### config.mk
export PLATFORM = sky130hd
export DESIGN_NAME = deadline_offset_adapter_unit
export DESIGN_NICKNAME = d
export VERILOG_FILES = /design/src/design/doa_pkg.sv /design/src/design/deadline_offset_adapter_unit.sv
export SDC_FILE = /design/constraint.sdc
export NUM_CORES = 1
export LEC_CHECK = 0
export ABC_CLOCK_PERIOD_IN_PS = 5800
export BUFFER_PORTS_ARGS = -buffer_cell sky130_fd_sc_hd__buf_2
export CAP_MARGIN = 10
export CORE_ASPECT_RATIO = 0.8
export CORE_MARGIN = 5
export CORE_UTILIZATION = 62
export CTS_CLUSTER_DIAMETER = 40
export DETAILED_ROUTE_END_ITERATION = 16
export PLACE_DENSITY_LB_ADDON = 0.25
export RECOVER_POWER = 25
export SYNTH_ARGS = -nofsm -noshare
export SYNTH_HDL_FRONTEND = slang
export SYNTH_SLANG_ARGS = --single-unit
### constraint.sdc
create_clock -name i_clk -period 5.8 [get_ports i_clk]
set_clock_uncertainty 0.15 [all_clocks]
set_input_delay 0.29 -clock i_clk [delete_from_list [all_inputs] [get_ports i_clk]]
set_output_delay 0.29 -clock i_clk [all_outputs]
set_load 0.01 [all_outputs]
### src/design/doa_pkg.sv
package doa_pkg;

    // field widths fixed by the interface
    localparam int unsigned FracW   = 17;
    localparam int unsigned MarginW = 22;
    localparam int unsigned RelaxW  = 21;
    localparam int unsigned OffsetW = 20;
    localparam int unsigned StepW   = 16;
    localparam int unsigned RunW    = 8;
    localparam int unsigned CfgIdxW = 3;
    localparam int unsigned CfgDataW = 21;

    // margin limits and the no-margin sentinel
    localparam logic signed [MarginW-1:0] MarginMax = 22'sh1FFFFF;
    localparam logic signed [MarginW-1:0] MarginMin = 22'sh200001;
    localparam logic signed [MarginW-1:0] NoMargin  = 22'sh200000;

    localparam logic [RunW-1:0] RunMax = 8'hFF;

    // configuration register indexes
    localparam logic [CfgIdxW-1:0] CfgMissThreshold = 3'd0;
    localparam logic [CfgIdxW-1:0] CfgLateThreshold = 3'd1;
    localparam logic [CfgIdxW-1:0] CfgClimbFrames   = 3'd2;
    localparam logic [CfgIdxW-1:0] CfgMaxOffset     = 3'd3;
    localparam logic [CfgIdxW-1:0] CfgClimbStep     = 3'd4;
    localparam logic [CfgIdxW-1:0] CfgRelaxStep     = 3'd5;
    localparam logic [CfgIdxW-1:0] CfgRelaxMargin   = 3'd6;

    // configuration reset values
    localparam logic [FracW-1:0]         RstMissThreshold = 17'd3277;
    localparam logic [FracW-1:0]         RstLateThreshold = 17'd655;
    localparam logic [RunW-1:0]          RstClimbFrames   = 8'd2;
    localparam logic [OffsetW-1:0]       RstMaxOffset     = 20'd20000;
    localparam logic [StepW-1:0]         RstClimbStep     = 16'd2000;
    localparam logic [StepW-1:0]         RstRelaxStep     = 16'd500;
    localparam logic signed [RelaxW-1:0] RstRelaxMargin   = 21'sd3000;

    // sequencer states
    typedef enum logic [2:0] {
        S_IDLE,
        S_CLASSIFY,
        S_CLIMB,
        S_PUSH,
        S_SCAN,
        S_DRAIN,
        S_RELAX,
        S_DONE
    } t_state;

endpackage

### src/design/deadline_offset_adapter_unit.sv
// Deadline offset adapter. One item per frame carries the missed fraction, the late
// fraction (unsigned Q1.16) and the worst arrival margin; one result item per frame gives
// the deadline offset and whether it climbed (direction 0) or relaxed (direction 1).
// The input is stalled while an item is in work. An accepted item passes the classify,
// climb and push states and then the done state, which loads the result into the output
// register. When the window is full after the push and the offset is nonzero, the scan,
// drain and relax states come before done: the worst margin is found by scanning the
// margin window memory through its single read port, one entry per cycle. The next item
// can be taken in the cycle after the result is loaded; the done state holds while an
// earlier result stalls in the output register. The result sits in that output register,
// so the next item is taken while it waits downstream. Configuration writes land at once
// through the write port and are meant for idle periods.
module deadline_offset_adapter_unit #(
    parameter int unsigned WINDOW_FRAMES = 16
) (
    input  logic                                  i_clk,
    input  logic                                  i_rst_n,
    // configuration write port
    input  logic                                  i_cfg_we,
    input  logic [doa_pkg::CfgIdxW-1:0]           i_cfg_index,
    input  logic [doa_pkg::CfgDataW-1:0]          i_cfg_data,
    // input channel
    input  logic                                  i_valid,
    output logic                                  o_stall,
    input  logic [doa_pkg::FracW-1:0]             i_missed_fraction,
    input  logic signed [doa_pkg::MarginW-1:0]    i_worst_margin_us,
    input  logic [doa_pkg::FracW-1:0]             i_tardy_fraction,
    // output channel
    output logic                                  o_valid,
    input  logic                                  i_stall,
    output logic [doa_pkg::OffsetW-1:0]           o_deadline_offset_us,
    output logic                                  o_offset_moved,
    output logic                                  o_move_direction
);

    localparam int unsigned AddrW = $clog2(WINDOW_FRAMES);
    localparam int unsigned FillW = $clog2(WINDOW_FRAMES + 1);
    localparam logic [AddrW-1:0] LastAddr = AddrW'(WINDOW_FRAMES - 1);
    localparam logic [FillW-1:0] FullFill = FillW'(WINDOW_FRAMES);
    localparam logic [FillW-1:0] NearFull = FillW'(WINDOW_FRAMES - 1);

    // configuration registers
    logic [doa_pkg::FracW-1:0]          r_miss_threshold;
    logic [doa_pkg::FracW-1:0]          r_late_threshold;
    logic [doa_pkg::RunW-1:0]           r_climb_frames;
    logic [doa_pkg::OffsetW-1:0]        r_max_offset;
    logic [doa_pkg::StepW-1:0]          r_climb_step;
    logic [doa_pkg::StepW-1:0]          r_relax_step;
    logic signed [doa_pkg::RelaxW-1:0]  r_relax_margin;

    // adapter state
    doa_pkg::t_state                    r_state;
    doa_pkg::t_state                    n_state;
    logic [doa_pkg::OffsetW-1:0]        r_offset;
    logic [doa_pkg::RunW-1:0]           r_bad_run;
    logic [FillW-1:0]                   r_fill;   // number of window entries, saturating at WINDOW_FRAMES
    logic [AddrW-1:0]                   r_head;

    // captured item and per-item flags
    logic [doa_pkg::FracW-1:0]          r_missed;
    logic [doa_pkg::FracW-1:0]          r_late;
    logic signed [doa_pkg::MarginW-1:0] r_margin;
    logic                               r_climb;
    logic                               r_moved;
    logic                               r_dir;

    // scan state
    logic signed [doa_pkg::MarginW-1:0] r_window [WINDOW_FRAMES];
    logic [AddrW-1:0]                   r_idx;
    logic signed [doa_pkg::MarginW-1:0] r_rd_data;
    logic                               r_rd_vld;
    logic signed [doa_pkg::MarginW-1:0] r_worst;

    // output register
    logic                               r_out_valid;
    logic [doa_pkg::OffsetW-1:0]        r_out_offset;
    logic                               r_out_moved;
    logic                               r_out_dir;

    // decoded controls
    logic                               in_accept;
    logic                               rd_en;
    logic                               out_free;
    logic                               out_load;

    // classify datapath
    logic                               is_bad;
    logic [doa_pkg::RunW-1:0]           run_inc;

    // climb datapath
    logic [doa_pkg::OffsetW:0]          climb_sum;
    logic [doa_pkg::OffsetW-1:0]        climb_offset;

    // relax datapath
    logic [doa_pkg::OffsetW:0]          relax_diff;
    logic [doa_pkg::OffsetW-1:0]        relax_offset;
    logic                               relax_ok;

    // push datapath
    logic signed [doa_pkg::MarginW-1:0] push_value;
    logic [AddrW-1:0]                   head_inc;

    // configuration writes
    always_ff @(posedge i_clk) begin
        if (!i_rst_n) begin
            r_miss_threshold <= doa_pkg::RstMissThreshold;
            r_late_threshold <= doa_pkg::RstLateThreshold;
            r_climb_frames   <= doa_pkg::RstClimbFrames;
            r_max_offset     <= doa_pkg::RstMaxOffset;
            r_climb_step     <= doa_pkg::RstClimbStep;
            r_relax_step     <= doa_pkg::RstRelaxStep;
            r_relax_margin   <= doa_pkg::RstRelaxMargin;
        end else if (i_cfg_we) begin
            unique case (i_cfg_index)
                doa_pkg::CfgMissThreshold: begin
                    r_miss_threshold <= i_cfg_data[doa_pkg::FracW-1:0];
                end
                doa_pkg::CfgLateThreshold: begin
                    r_late_threshold <= i_cfg_data[doa_pkg::FracW-1:0];
                end
                doa_pkg::CfgClimbFrames: begin
                    r_climb_frames <= i_cfg_data[doa_pkg::RunW-1:0];
                end
                doa_pkg::CfgMaxOffset: begin
                    r_max_offset <= i_cfg_data[doa_pkg::OffsetW-1:0];
                end
                doa_pkg::CfgClimbStep: begin
                    r_climb_step <= i_cfg_data[doa_pkg::StepW-1:0];
                end
                doa_pkg::CfgRelaxStep: begin
                    r_relax_step <= i_cfg_data[doa_pkg::StepW-1:0];
                end
                doa_pkg::CfgRelaxMargin: begin
                    r_relax_margin <= $signed(i_cfg_data[doa_pkg::RelaxW-1:0]);
                end
                default: begin
                end
            endcase
        end
    end

    // next state
    always_comb begin
        n_state = r_state;
        unique case (r_state)
            doa_pkg::S_IDLE: begin
                if (i_valid) n_state = doa_pkg::S_CLASSIFY;
            end
            doa_pkg::S_CLASSIFY: n_state = doa_pkg::S_CLIMB;
            doa_pkg::S_CLIMB:    n_state = doa_pkg::S_PUSH;
            doa_pkg::S_PUSH: begin
                if (r_offset != '0 && r_fill >= NearFull) n_state = doa_pkg::S_SCAN;
                else                                      n_state = doa_pkg::S_DONE;
            end
            doa_pkg::S_SCAN: begin
                if (r_idx == LastAddr) n_state = doa_pkg::S_DRAIN;
            end
            doa_pkg::S_DRAIN: n_state = doa_pkg::S_RELAX;
            doa_pkg::S_RELAX: n_state = doa_pkg::S_DONE;
            doa_pkg::S_DONE: begin
                if (out_free) n_state = doa_pkg::S_IDLE;
            end
            default: n_state = doa_pkg::S_IDLE;
        endcase
    end

    // state outputs
    always_comb begin
        o_stall   = (r_state != doa_pkg::S_IDLE);
        in_accept = i_valid && (r_state == doa_pkg::S_IDLE);
        rd_en     = (r_state == doa_pkg::S_SCAN);
        out_free  = !r_out_valid || !i_stall;
        out_load  = (r_state == doa_pkg::S_DONE) && out_free;
    end

    always_ff @(posedge i_clk) begin
        if (!i_rst_n) r_state <= doa_pkg::S_IDLE;
        else          r_state <= n_state;
    end

    // classify: bad frame test and saturating run count
    always_comb begin
        is_bad  = (r_missed > r_miss_threshold) || (r_late > r_late_threshold);
        run_inc = (r_bad_run < doa_pkg::RunMax) ? r_bad_run + 1'b1 : r_bad_run;
    end

    // climb and relax arithmetic
    always_comb begin
        climb_sum    = {1'b0, r_offset} + {{(doa_pkg::OffsetW + 1 - doa_pkg::StepW){1'b0}},
                                           r_climb_step};
        climb_offset = (climb_sum > {1'b0, r_max_offset}) ? r_max_offset
                                                          : climb_sum[doa_pkg::OffsetW-1:0];
        relax_diff   = {1'b0, r_offset} - {{(doa_pkg::OffsetW + 1 - doa_pkg::StepW){1'b0}},
                                           r_relax_step};
        relax_offset = relax_diff[doa_pkg::OffsetW] ? '0 : relax_diff[doa_pkg::OffsetW-1:0];
        relax_ok     = (r_worst >= doa_pkg::MarginW'(r_relax_margin));
    end

    // window entry for this frame and head advance
    always_comb begin
        push_value = (r_missed != '0) ? doa_pkg::NoMargin : r_margin;
        head_inc   = (r_head == LastAddr) ? '0 : r_head + 1'b1;
    end

    // control state of the adapter
    always_ff @(posedge i_clk) begin
        if (!i_rst_n) begin
            r_offset  <= '0;
            r_bad_run <= '0;
            r_fill    <= '0;
            r_head    <= '0;
            r_climb   <= 1'b0;
            r_moved   <= 1'b0;
            r_dir     <= 1'b0;
            r_idx     <= '0;
            r_rd_vld  <= 1'b0;
        end else begin
            r_rd_vld <= rd_en;
            unique case (r_state)
                doa_pkg::S_IDLE: begin
                    r_moved <= 1'b0;
                    r_dir   <= 1'b0;
                end
                doa_pkg::S_CLASSIFY: begin
                    if (is_bad) begin
                        r_bad_run <= run_inc;
                        r_climb   <= (run_inc >= r_climb_frames) && (r_offset < r_max_offset);
                    end else begin
                        r_bad_run <= '0;
                        r_climb   <= 1'b0;
                    end
                end
                doa_pkg::S_CLIMB: begin
                    if (r_climb) begin
                        r_offset  <= climb_offset;
                        r_bad_run <= '0;
                        r_moved   <= 1'b1;
                        r_dir     <= 1'b0;
                        r_fill    <= '0;
                        r_head    <= '0;
                    end
                end
                doa_pkg::S_PUSH: begin
                    r_head <= head_inc;
                    if (r_fill < FullFill) r_fill <= r_fill + 1'b1;
                    r_idx <= '0;
                end
                doa_pkg::S_SCAN: begin
                    r_idx <= r_idx + 1'b1;
                end
                doa_pkg::S_DRAIN: begin
                end
                doa_pkg::S_RELAX: begin
                    if (r_fill == FullFill && relax_ok) begin
                        r_offset <= relax_offset;
                        r_moved  <= 1'b1;
                        r_dir    <= 1'b1;
                        r_fill   <= '0;
                        r_head   <= '0;
                    end
                end
                doa_pkg::S_DONE: begin
                end
                default: begin
                end
            endcase
        end
    end

    // item capture with margin saturation
    always_ff @(posedge i_clk) begin
        if (in_accept) begin
            r_missed <= i_missed_fraction;
            r_late   <= i_tardy_fraction;
            r_margin <= (i_worst_margin_us == doa_pkg::NoMargin) ? doa_pkg::MarginMin
                                                                 : i_worst_margin_us;
        end
    end

    // margin window memory
    always_ff @(posedge i_clk) begin
        if (r_state == doa_pkg::S_PUSH) r_window[r_head] <= push_value;
        if (rd_en) r_rd_data <= r_window[r_idx];
    end

    // running minimum over the window
    always_ff @(posedge i_clk) begin
        if (r_state == doa_pkg::S_PUSH) begin
            r_worst <= doa_pkg::MarginMax;
        end else if (r_rd_vld && r_rd_data < r_worst) begin
            r_worst <= r_rd_data;
        end
    end

    // output register
    always_ff @(posedge i_clk) begin
        if (!i_rst_n) begin
            r_out_valid <= 1'b0;
        end else if (out_load) begin
            r_out_valid <= 1'b1;
        end else if (!i_stall) begin
            r_out_valid <= 1'b0;
        end
    end

    always_ff @(posedge i_clk) begin
        if (out_load) begin
            r_out_offset <= r_offset;
            r_out_moved  <= r_moved;
            r_out_dir    <= r_moved & r_dir;
        end
    end

    assign o_valid              = r_out_valid;
    assign o_deadline_offset_us = r_out_offset;
    assign o_offset_moved       = r_out_moved;
    assign o_move_direction     = r_out_dir;

endmodule
# == Yosys cells after proc, flatten, opt, wreduce, memory -nomap -nowiden ==
# Memories as Yosys holds them, arrays and structs flattened. A register that Yosys moved wholly into a read port is not among the register bits.
# Index checks and enable logic that the tools add are counted.
# totals
memories,1
wordCells,134
mem_bits_rw,352
ff_bits,264
input_bits,85
# op_classes
n_addsub,6
eq_ne,24
bitwise_logic,1
reduce_logical,33
order_cmp,10
n_mux,34
# mem_list
memory,words,width,rd,rd_ports_with_merged_regs,write_ports,line,rtl
r_window,16,22,1,1,1,deadline_offset_adapter_unit.sv:68,logic signed [doa_pkg::MarginW-1:0] r_window [WINDOW_FRAMES];
# ops
cell,count
2-to-1 mux 20 bit,4
one-hot mux 20 bit (2 select lines),1
> comparator 17 bit,2
2-to-1 mux 8 bit,3
one-hot mux 3 bit (8 select lines),1
equality test 22 bit (second input constant),1
>= comparator 22 x 21 -> 1 bit,1
less-than comparator 22 bit,1
2-to-1 mux 22 bit,1
adder 20 x 16 -> 21 bit,1
equality test 3 bit (second input constant),7
> comparator 21 x 20 -> 1 bit,1
subtractor 20 x 16 -> 21 bit,1
less-than comparator 20 bit,1
nonzero test 20 bit,1
nonzero test 17 bit,1
one-hot mux 8 bit (2 select lines),1
AND reduction 2 bit,8
2-to-1 mux 5 bit,3
one-hot mux 5 bit (3 select lines),1
equality test 3 x 2 -> 1 bit (second input constant),4
2-to-1 mux 4 bit,3
one-hot mux 4 bit (3 select lines),1
AND reduction 3 bit,4
other kinds (25),55

# == Logic depth before layout (Yosys ltp) ==
# depth
depth_word,5
ltp_mapped,19
mapped_depth_nobuf,18

# == Least setup slack after synthesis ==
# OpenSTA, ideal clock, no wires.
# synth_timing
kind,register to register
start,register r_offset[0] (netlist name)
end,register r_offset[13] (netlist name)
path_slack_ps,1469
t_required_ps,5530
arrival_time_ps,4061
path_stages_with_launch,20
cell_sequence,dfxtp_1 -> ha_1 -> inv_1 -> fa_1 -> nor2b_1 -> o2111ai_2 -> a31oi_4 -> a21boi_2 -> a21oi_1 -> xor2_1 -> ha_1 -> a21o_1 -> a21o_1 -> a2111oi_0 -> o211ai_1 -> a32o_1 -> buf_6 -> mux2_1 -> a221oi_2 -> nor2_1
# synth_via
elab_chain_cells,5
# synth_rtl
element,line,rtl
start: declaration,deadline_offset_adapter_unit.sv:54,logic [doa_pkg::OffsetW-1:0] r_offset;
start signal: assignment,deadline_offset_adapter_unit.sv:235,r_offset <= climb_offset;
start signal: assignment,deadline_offset_adapter_unit.sv:255,r_offset <= relax_offset;
adder 20 x 16 -> 21 bit,deadline_offset_adapter_unit.sv:189,"climb_sum = {1'b0, r_offset} + {{(doa_pkg::OffsetW + 1 - doa_pkg::StepW){1'b0}},"
> comparator 21 x 20 -> 1 bit,deadline_offset_adapter_unit.sv:191,"climb_offset = (climb_sum > {1'b0, r_max_offset}) ? r_max_offset"
2-to-1 mux 20 bit,deadline_offset_adapter_unit.sv:191,
2-to-1 mux 20 bit,deadline_offset_adapter_unit.sv:234,if (r_climb) begin
one-hot mux 20 bit (2 select lines) (*),deadline_offset_adapter_unit.sv:219,unique case (r_state)
# Every way passes the cells marked *; elsewhere a longest branch is shown, timed or not. The select of a mux whose other input is x is not followed.
# A chain may end at the register's enable or synchronous reset.

# == Worst setup path after layout ==
# Ends and elaborated chain as after synthesis.

==> flow_metrics.env <==
export IMPL_yosys_warnings=0
export IMPL_hold_viol=0
export IMPL_crit_fanout=20
export IMPL_dr_total_vias=18867
export IMPL_cts_made_buffers=71
export IMPL_h_tree_depth=3
export IMPL_drv_cap=5
export IMPL_cts_root_buf="clkbuf_16"
export IMPL_cp_end_kind="flop"
export IMPL_routed_wl_mm=73.1
export IMPL_max_slew_margin=-1.96
export IMPL_holdBufCountCts=82
export IMPL_fin_area_um2=33200
export IMPL_syn_nets=2453
export IMPL_outcome="finished with violations"
export IMPL_final_cells=3052
export IMPL_async_flop_share=0
export IMPL_synth_edff_count=452
export IMPL_std_cell_rows=70
export IMPL_grt_usage=0.287
export IMPL_dieHeight_um=203
export IMPL_diodes=0
export IMPL_crit_arrival_ps=5680
export IMPL_die_w_um=251
export IMPL_grt_max_degree=116
export IMPL_finalNetCount=2636
export IMPL_drive_gt1_frac=0.149
export IMPL_total_power_mw=10.5
export IMPL_cts_sinks=638
export IMPL_violations="capacitance limit, slew limit"
export IMPL_critPathKind="flop to flop"
export IMPL_synth_area_per_cell_um2=13.1
export IMPL_wire_per_inst_um=23.9
export IMPL_core_um2=45900
export IMPL_crit_required_ps=6140
export IMPL_whs_ps=14.1
export IMPL_post_cts_buffers=0
export IMPL_placedCellCount=2838
export IMPL_yosys_register_bits=638
export IMPL_synthCells=2201
export IMPL_setup_viol=0
export IMPL_synth_cell_types=77
export IMPL_antenna_found_initial=2
export IMPL_period_minus_slack_ps=5340
export IMPL_power_leakage_nw=12.9
export IMPL_route_met3_wl_mm=6.13
export IMPL_grt_pass1_wl_mm=112
export IMPL_gp_congestion=0.954
export IMPL_place_area_um2=30000
export IMPL_area_delta_synth_final_pct=15.1
export IMPL_slew_violations=255
export IMPL_portBuffers=108
export IMPL_avgViaCountPerCell=6.18
export IMPL_synth_sequential_area_ratio=0.599
export IMPL_yosysTopAreaCell="edfxtp_1"
export IMPL_hp_class="input port to flop"
export IMPL_cts_reportedPaths_clkPinSlew_ps=60
export IMPL_max_freq_ghz=0.187
export IMPL_top_layer_used="met5"
export IMPL_drc=0
export IMPL_cts_resized=0
export IMPL_syn_area_um2=28900
export IMPL_worst_pin_slew_ps=4440
export IMPL_drtIter0Drc=1896
export IMPL_ios=109
export IMPL_synth_area_leaders="edfxtp_1 47%, dfxtp_1 13%, mux4_2 8.6%"
export IMPL_tns_ps=0
export IMPL_dieArea_um2=51000
export IMPL_cp_start_kind="flop"
export IMPL_cts_tree="done"
export IMPL_mostFrequentLayoutCell="edfxtp_1"
export IMPL_grt_pass1_vias=18965
export IMPL_drt_met1_wl_mm=30.7
export IMPL_hpwl_mm=43.8
export IMPL_first_pass_iters=5
export IMPL_drtAntennaViolNets=0
export IMPL_synth_flop_cell="edfxtp_1"
export IMPL_grt_remaining_overflow=0
export IMPL_final_period_utilization=0.921
export IMPL_final_cell_mix="452 x edfxtp_1, 288 x nand2_1, 182 x dfxtp_1"
export IMPL_initial_core_util=0.629
export IMPL_rsz0062_at_grt="no"
export IMPL_powerDensity_nw_per_um2=317
export IMPL_cts_path_max_buffers=3
export IMPL_synth_top_cell_area_share=0.470
export IMPL_peakVddDrop_mv=0.281
export IMPL_insertion_delay_ps=620
export IMPL_wl_met2_mm=34.1
## layer usage
| layer | global-route usage | up-vias |
|---|---|---|
| li1 | - | 8588 |
| met1 | 0.407 | 9267 |
| met2 | 0.453 | 838 |
| met3 | 0.0598 | 170 |
| met4 | 0.0890 | 4 |
| met5 | 0 | - |
## state kept, by name, indices dropped and copies added (netlist names), 3 cells and up
| register | cells |
|---|---|
| r_window | 352 |
| r_margin | 22 |
| r_rd_data | 22 |
| r_worst | 22 |
| r_relax_margin | 21 |
| o_deadline_offset_us | 20 |
| r_max_offset | 20 |
| r_offset | 20 |
| r_late | 17 |
| r_late_threshold | 17 |
| r_miss_threshold | 17 |
| r_missed | 17 |
| r_climb_step | 16 |
| r_relax_step | 16 |
| r_bad_run | 8 |
| r_climb_frames | 8 |
| r_fill | 5 |
| r_head | 4 |
| r_idx | 4 |
| r_state | 3 |
## metrics by stage
stage                     worst slack, ps   util
after detailed placement              564  0.655
final                                 458  0.723
after global placement                672  0.655
after CTS                             494  0.724
after floorplan                      1470      -
after global routing                  115  0.723
## path summary, 6_finish.rpt
kind / startpoint / endpoint / slack (ps) / depth (start not counted)
min reg2reg: r_relax_step[11]$_SDFFE_PN0P_ / r_relax_step[11]$_SDFFE_PN0P_ / 320 / 2
max: r_offset[0]$_SDFFE_PN0P_ / r_offset[13]$_SDFFE_PN0P_ / 460 / 18
min: i_cfg_index[1] / r_miss_threshold[1]$_SDFFE_PN0P_ / 10 / 4
max reg2reg: r_offset[0]$_SDFFE_PN0P_ / r_offset[13]$_SDFFE_PN0P_ / 460 / 18
## layout make-up
class	instances	area [um2]
fill	2969	12700
sequential	638	17300
clock buffer	92	2010
timing repair buffer	221	1560
clock inverter	37	357
tap	612	766
inverter	141	529
multi-input combinational	1311	10700
## cells in the mapped netlist (7+ instances only)
cell type	n
a211oi_1	11
a21boi_0	79
a21o_1	31
a21oi_1	92
a31oi_1	10
a32o_1	8
and2_1	32
and3_1	10
buf_1	10
clkbuf_1	93
dfxtp_1	186
edfxtp_1	452
ha_1	165
inv_1	140
mux2_1	12
mux4_2	110
nand2_1	288
nand2b_1	23
nand3_1	44
nand4_1	29
nor2_1	68
nor2b_1	18
nor3_1	19
nor4_1	11
o211ai_1	56
o21a_1	15
o21ai_0	53
o21ai_1	7
xnor2_1	23
xor2_1	9
## worst max-delay path: stages (launching register included)
cell	delay (ps)
dfxtp_1	440
ha_1	240
inv_1	80
fa_1	410
nor2b_1	240
o2111ai_2	180
a31oi_4	280
a21boi_2	120
a21oi_1	170
xor2_1	220
ha_1	280
a21o_1	170
a21o_1	160
a2111oi_0	440
o211ai_1	170
a32o_1	620
mux2_1	490
a221oi_2	280
nor2_1	80
## power by group
group	total [mW]	internal, mW	switching, mW
Sequential	5.08	4.98	0.0984
Combinational	0.916	0.395	0.520
Clock	4.54	2.67	1.88
## kinds of logic (layout without fill, tap and decap cells)
| logic type | count (synthesis) | in the layout | synth area share |
|---|---|---|---|
| buffers and inverters | 252 | 491 | 0.0337 |
| muxes | 134 | 134 | 0.0950 |
| and+or+nand+nor | 562 | 562 | 0.0898 |
| adders and majority gates | 167 | 167 | 0.0729 |
| AOI/OAI and AO/OA | 416 | 416 | 0.0994 |
| DFF | 638 | 638 | 0.599 |
| xor gates and xnor gates | 32 | 32 | 0.00971 |
Power figures use the tool's default switching activity.
